**src/rtl/wcs_pkg.sv**
```systemverilog
// Shared constants and controller/datapath interface types for the category sampler.
package wcs_pkg;

    localparam int MAX_CATEGORIES = 1024;
    localparam int WEIGHT_BITS    = 32;

    localparam int DRAW_W   = 32;
    localparam int CAT_W    = 11;
    localparam int CNT_W    = $clog2(MAX_CATEGORIES + 1);
    localparam int IDX_W    = $clog2(MAX_CATEGORIES);
    localparam int TOT_W    = WEIGHT_BITS + IDX_W;
    localparam int TOT_HI_W = (TOT_W > DRAW_W) ? (TOT_W - DRAW_W) : 1;
    localparam int TOTX_W   = DRAW_W + TOT_HI_W;

    localparam logic FUNC_LOAD  = 1'b0;
    localparam logic FUNC_QUERY = 1'b1;

    typedef enum logic [1:0] {
        S_IDLE,
        S_MUL,
        S_THR,
        S_SRCH
    } t_state;

    typedef struct packed {
        logic load;
        logic query;
        logic mul;
        logic thr;
        logic srch;
        logic out_load;
    } t_dp_cmd;

    typedef struct packed {
        logic srch_done;
    } t_dp_stat;

endpackage

```
**src/rtl/wcs_ctrl.sv**
```systemverilog
// Sequencer for loads and queries, plus the output valid register.
module wcs_ctrl (
    input  logic              i_clk,
    input  logic              i_rst_n,
    input  logic              i_valid,
    input  logic              i_func,
    output logic              o_stall,
    output logic              o_valid,
    input  logic              i_stall,
    input  wcs_pkg::t_dp_stat i_stat,
    output wcs_pkg::t_dp_cmd  o_cmd
);
    import wcs_pkg::*;

    t_state r_state, n_state;
    logic   r_out_valid, n_out_valid;
    logic   accept;
    logic   out_free;

    assign o_stall  = (r_state != S_IDLE);
    assign o_valid  = r_out_valid;
    assign accept   = i_valid && (r_state == S_IDLE);
    assign out_free = !r_out_valid || !i_stall;

    always_ff @(posedge i_clk) begin
        if (!i_rst_n) begin
            r_state     <= S_IDLE;
            r_out_valid <= 1'b0;
        end else begin
            r_state     <= n_state;
            r_out_valid <= n_out_valid;
        end
    end

    always_comb begin
        n_state = r_state;
        o_cmd   = '0;
        unique case (r_state)
            S_IDLE: begin
                if (accept) begin
                    if (i_func == FUNC_QUERY) begin
                        o_cmd.query = 1'b1;
                        n_state     = S_MUL;
                    end else begin
                        o_cmd.load = 1'b1;
                    end
                end
            end
            S_MUL: begin
                o_cmd.mul = 1'b1;
                n_state   = S_THR;
            end
            S_THR: begin
                o_cmd.thr = 1'b1;
                n_state   = S_SRCH;
            end
            S_SRCH: begin
                o_cmd.srch = 1'b1;
                // hold the finished index until the output register frees up
                if (i_stat.srch_done && out_free) begin
                    o_cmd.out_load = 1'b1;
                    n_state        = S_IDLE;
                end
            end
            default: n_state = S_IDLE;
        endcase
    end

    always_comb begin
        if (o_cmd.out_load) begin
            n_out_valid = 1'b1;
        end else if (r_out_valid && !i_stall) begin
            n_out_valid = 1'b0;
        end else begin
            n_out_valid = r_out_valid;
        end
    end

endmodule

```
**config.mk**
```make
export PLATFORM = sky130hd
export DESIGN_NAME = wcs_ctrl
export DESIGN_NICKNAME = d
export VERILOG_FILES = /design/src/rtl/wcs_pkg.sv /design/src/rtl/wcs_ctrl.sv
export SDC_FILE = /design/constraint.sdc
export NUM_CORES = 1
export LEC_CHECK = 0
export BUFFER_PORTS_ARGS = -buffer_cell sky130_fd_sc_hd__buf_2
export CORE_AREA = 10 10 47 49
export CTS_BUF_LIST = sky130_fd_sc_hd__clkbuf_16
export DETAILED_ROUTE_END_ITERATION = 8
export DIE_AREA = 0 0 57 59
export GPL_ROUTABILITY_DRIVEN = 0
export PLACE_DENSITY = 0.38
export RECOVER_POWER = 50
export SLEW_MARGIN = 20
export SYNTH_ARGS = -nofsm -noshare
export SYNTH_HDL_FRONTEND = slang
export SYNTH_SLANG_ARGS = --single-unit
```
**constraint.sdc**
```tcl
create_clock -name i_clk -period 3.1 [get_ports i_clk]
set_clock_uncertainty 0.05 [all_clocks]
set_input_delay 0 -clock i_clk [delete_from_list [all_inputs] [get_ports i_clk]]
set_output_delay 0 -clock i_clk [all_outputs]
set_load 0.01 [all_outputs]
```
==> flow_metrics.py, run 1 <==
metrics = {
    "status": {
        "status": "completed",
    },
    "sta": {
        "worst_slew_pin_slew_ns": 0.199,
        "timing.final.crit_share_pct": 43.6,
        "fmax_mhz": 739,
        "slew_headroom_pct": 86.8,
        "whs_ns": 0.0153,
        "post-route-min-period_ns": 1.35,
        "rsz0062_at_grt": "no",
        "tns_ns": 0,
        "setup_ws_ns": 1.75,
        "setup_viol": 0,
        "finalMaxSlewViolations": 0,
        "hold_viol": 0,
    },
    "floorplanning": {
        "pin_count": 14,
        "die_y_microns": 59,
        "num_rows": 14,
        "core_sq_mm": 0.00140,
        "die_w_microns": 57,
        "start_util_pct": 18.1,
        "die_area_sq_mm": 0.00336,
    },
    "setup_path": {
        "crit_family": "flip-flops",
        "r2r-end": "r_state[0]",
        "endpoint_kind": "output pin",
        "r2r-start": "r_state[0]",
        "slowest_delay_ns": 0.39,
        "slowest_stage": "dfxtp_1",
        "cp-start-kind": "flip-flop",
        "reg2regPathDepth": 4,
        "crit_fanout": 4,
        "required_ns": 3.05,
        "critical_path_class": "reg2out",
        "cp.depth": 4,
        "arrival_ns": 1.30,
        "critPathBufInv": 2,
        "ff2ff_setup_slack_ns": 1.83,
        "startpoint": "r_state[0]",
        "crit_end": "o_cmd[4]",
        "path_cells": "inv_1, ha_1, and3_1, buf_2",
    },
    "synthesis": {
        "ys_ff_latch": 3,
        "yosysWarningCount": 0,
        "synthCells": 28,
        "ys_top_cells_by_area": "ha_1, dfxtp_1, a22oi_4, mux2i_1, nand2_1",
        "avgSynthCellArea_sq_um": 9.07,
        "synth_top_area_share_pct": 24.6,
        "synth.distinct_cells": 13,
        "syn-num-nets": 39,
        "yosys.area.top_type": "ha_1",
        "ys_seq_area_share_pct": 23.6,
        "syn_area_sq_um": 254,
    },
    "global_routing": {
        "first_global_vias": 258,
        "grt_antenna_before_repair": 0,
        "grt_usage_pct": 3.71,
        "grt_max_degree": 6,
        "grt_overflow": 0,
        "grt_pass1_wl_mm": 1.00,
    },
    "finish": {
        "layout_commonest_cell": "buf_2",
        "nets": 56,
        "syn_to_final_growth_pct": 59.6,
        "final_cell_mix": "buf_2, inv_1, nand2_1, ha_1, clkbuf_1",
        "antenna_cells": 0,
        "layout-drive-gt1-share_pct": 31.8,
    },
    "place": {
        "hpwl_microns": 519,
        "post-place-ws_ns": 1.81,
        "placement.io_buffers": 13,
    },
    "routing": {
        "drc_errors": 0,
        "dr.pass1.iters": 2,
        "wirelength_microns": 600,
        "drtIter0Drc": 2,
        "via_count": 231,
        "antenna_left": 0,
        "vias_per_cell": 3.85,
        "avgRoutedWirePerCell_microns": 10.0,
    },
    "clock_network": {
        "htreeDepth": 1,
        "cts_resized": 0,
        "cts_buffer_depth": 2,
        "clk_latency_ns": 0.22,
        "path_clk_slew_ns": 0.03,
        "cts_sinks": 3,
        "hold_buffers": 0,
        "cts_buffers": 3,
        "cts_root_buf": "clkbuf_16",
        "cts_tree": "done",
        "post-cts-setup-buffers": 0,
    },
    "power_and_ir_drop": {
        "leakagePower_nw": 0.206,
        "pwr_density_cell_mw_per_mm2": 995,
        "peakVddDrop_uv": 240,
    },
    "flow_run": {
        "drv_cap": 0,
    },
    "worst_hold_path": {
        "hp-class": "in2reg",
    },
}
where the power goes:
group	total (mW)	switching, mW	internal (mW)
Combinational	0.140	0.0777	0.0624
Sequential	0.0639	0.0131	0.0508
Clock	0.200	0.0334	0.166
Total	0.404	0.124	0.279
synthesized netlist by cell type:
| master | number |
|---|---|
| ha_1 | 5 |
| a22oi_1 | 1 |
| nand2_1 | 5 |
| a21bo_4 | 1 |
| nor2b_1 | 1 |
| buf_4 | 1 |
| inv_1 | 4 |
| a22oi_4 | 1 |
| o21ai_0 | 1 |
| mux2i_1 | 2 |
| nor2_1 | 2 |
| dfxtp_1 | 3 |
| and3_1 | 1 |
how the worst min path moves through the flow:
stage | start | to | slack (ns) | depth (start not counted)
after floorplan | i_func | o_cmd[5] | -0.002 | 1
after global placement | i_func | o_cmd[5] | 0.21 | 3
after detailed placement | i_func | o_cmd[5] | 0.21 | 3
after CTS | i_rst_n | o_valid | 0.01 | 2
after global routing | i_rst_n | o_valid | 0.04 | 2
final | i_rst_n | o_valid | 0.02 | 2
metrics by stage:
| stage | total power [mW] | cells | instance area, sq um | utilization, % |
|---|---|---|---|---|
| 2_1_floorplan | 0.166 | 28 | 254 | - |
| 3_3_place_gp | 0.215 | 56 | 332 | 23.7 |
| 3_5_place_dp | 0.213 | 56 | 332 | 23.7 |
| 4_1_cts | 0.416 | 60 | 410 | 29.3 |
| 5_1_grt | 0.434 | 60 | 405 | 28.9 |
| 6_report | 0.404 | 60 | 405 | 28.9 |
final cells by class:
type	count	area [sq um]
clock inverters	1	3.75
well taps	16	20.0
fillers	162	996
clock buffers	3	75.1
flip-flops and latches	3	60.1
repair buffers	13	60.1
multi-input cells	20	171
inverters	4	15.0
kinds of logic after synthesis:
| kind of cell | after synthesis | share of synthesized area, % |
|---|---|---|
| AO/OA/AOI/OAI | 4 | 19.7 |
| adder cells (fa/ha/maj) | 5 | 24.6 |
| buffers and inverters | 5 | 8.87 |
| flip-flops | 3 | 23.6 |
| multiplexers | 2 | 7.88 |
| AND/OR/NAND/NOR | 9 | 15.3 |
layer usage:
metal | wire length (microns) | part of all wire, % | track usage [%] | vias to the layer above
met3 | 93 | 16 | 3.00 | 0
li1 | - | - | - | 121
met4 | 0 | 0 | 3.02 | 0
met5 | 0 | 0 | 0 | -
met2 | 258 | 43 | 5.27 | 10
met1 | 248 | 41 | 3.44 | 100
sequential cells by signal (all words and copies together) (netlist names):
name     cells
r_state      2
o_valid      1
worst reg2reg max path: cells and delay by family (launching register included):
family / cells / cell delay, ns
flops: 1 / 0.39
buf+inv: 1 / 0.10
compound gates: 1 / 0.19
mux: 1 / 0.19
fa+ha+maj: 1 / 0.27
No activity file was read; power rests on OpenSTA's default activity.
==> run 2: changes to the inputs <==
--- a/config.mk
+++ b/config.mk
@@ -11,7 +11,7 @@
 export DETAILED_ROUTE_END_ITERATION = 8
 export DIE_AREA = 0 0 57 59
 export GPL_ROUTABILITY_DRIVEN = 0
-export PLACE_DENSITY = 0.38
+export PLACE_DENSITY = 0.39
 export RECOVER_POWER = 50
 export SLEW_MARGIN = 20
 export SYNTH_ARGS = -nofsm -noshare
==> constraint.sdc (replaced) <==
create_clock -name i_clk -period 1.24 [get_ports i_clk]
set_clock_uncertainty 0.05 [all_clocks]
set_input_delay 0 -clock i_clk [delete_from_list [all_inputs] [get_ports i_clk]]
set_output_delay 0 -clock i_clk [all_outputs]
set_load 0.01 [all_outputs]
==> flow_metrics.py, run 2 (synthesized netlist as in run 1, its figures left out) <==
metrics = {
    "status": {
        "status": "completed",
    },
    "global_routing": {
        "grt_pass1_wl_mm": 1.03,
        "grt_usage_pct": 3.93,
        "grt_max_degree": 6,
        "first_global_vias": 272,
        "grt_overflow": 0,
        "grt_antenna_before_repair": 0,
    },
    "finish": {
        "syn_to_final_growth_pct": 78.8,
        "top_register": "r_state",
        "layout_commonest_cell": "buf_2",
        "antenna_cells": 0,
        "layout-drive-gt1-share_pct": 50.0,
        "nets": 60,
        "final_cell_mix": "buf_2, nand2_1, ha_1, buf_4",
        "final_util_pct": 32.4,
        "final_cells": 64,
        "largest_reg_flops": 2,
    },
    "floorplanning": {
        "die_w_microns": 57,
        "die_area_sq_mm": 0.00336,
        "num_rows": 14,
        "die_y_microns": 59,
        "start_util_pct": 18.1,
        "core_sq_mm": 0.00140,
        "pin_count": 14,
    },
    "sta": {
        "fmax_mhz": 858,
        "timing.final.crit_share_pct": 94.0,
        "tns_ns": 0,
        "setup_viol": 0,
        "slew_headroom_pct": 86.4,
        "rsz0062_at_grt": "no",
        "worst_slew_pin_slew_ns": 0.203,
        "setup_ws_ns": 0.0748,
        "post-route-min-period_ns": 1.17,
        "whs_ns": 0.0143,
        "finalMaxSlewViolations": 0,
        "hold_viol": 0,
    },
    "routing": {
        "vias_per_cell": 3.86,
        "top_layer": "met3",
        "drtIter0Drc": 1,
        "drc_errors": 0,
        "wirelength_microns": 676,
        "drt-met1-wl_microns": 290,
        "dr.pass1.iters": 2,
        "avgRoutedWirePerCell_microns": 10.6,
        "wl_met3_microns": 92,
        "via_count": 247,
        "wl_met2_microns": 293,
        "antenna_left": 0,
    },
    "setup_path": {
        "ff2ff_setup_slack_ns": 0.07,
        "cp-start-kind": "flip-flop",
        "required_ns": 1.33,
        "crit_fanout": 4,
        "critical_path_class": "reg2reg",
        "arrival_ns": 1.26,
        "endpoint_kind": "flip-flop",
    },
    "worst_hold_path": {
        "hp-class": "in2reg",
    },
    "clock_network": {
        "cts_buffer_depth": 2,
        "cts_sinks": 3,
        "hold_buffers": 0,
        "clk_latency_ns": 0.22,
        "cts_tree": "done",
        "htreeDepth": 1,
        "cts_root_buf": "clkbuf_16",
        "path_clk_slew_ns": 0.03,
        "cts_buffers": 3,
    },
    "place": {
        "dp_cells": 59,
        "post-place-ws_ns": 0.0326,
        "placement.io_buffers": 13,
        "hpwl_microns": 549,
    },
    "power_and_ir_drop": {
        "pwr_density_cell_mw_per_mm2": 2540,
        "peakVddDrop_uv": 748,
        "leakagePower_nw": 0.231,
    },
    "flow_run": {
        "drv_cap": 0,
    },
}
## run 2: cell count changes in the layout (fill, tap and decap cells not counted), sizes merged
cell	previous run	this run
buf	9	14
clkbuf	7	6
## run 2: what timing repair did
action	4_1_cts	5_1_grt
endpoints found under the setup margin	3	2
resized for setup	6	1
setup buffers	2	0
cloned	0	0
pin swaps	1	1
## run 2: final timing paths
check	start	to	cells after the start
max	r_state[1]	r_state[0]	5
min	i_stat	o_valid	3
max reg2reg	r_state[1]	r_state[0]	5
min reg2reg	r_state[1]	r_state[1]	2
## run 2: layout make-up
cell class	instances	area, sq um
fillers	163	947
multi-input cells	20	184
repair buffers	17	91.3
clock buffers	3	75.1
flip-flops and latches	3	65.1
well taps	16	20.0
inverters	4	15.0
clock inverters	1	3.75
## run 2: per-stage QoR
stage,area (sq um),total power [mW]
after global placement,354,0.600
final,454,1.15
after detailed placement,354,0.597
after global routing,454,1.24
after floorplan,254,0.415
after CTS,455,1.17
## run 2: power breakdown
group	total, mW	leakage, nW	internal [mW]	switching [mW]
registers	0.172	0.0256	0.139	0.0333
logic	0.483	0.163	0.252	0.232
clock network	0.497	0.0423	0.415	0.0818
## run 2: critical path, cell delays in order, from the launching register on
cell and delay (ns):
dfxtp_4 0.35, inv_2 0.05, ha_4 0.16, buf_4 0.13
a22oi_4 0.14, mux2i_1 0.19
## run 2: per-layer routing
metal / vias to the layer above / GRT usage, %
met5: - / 0
met4: 0 / 3.02
met3: 0 / 3.22
met2: 10 / 5.74
met1: 108 / 3.55
li1: 129 / -
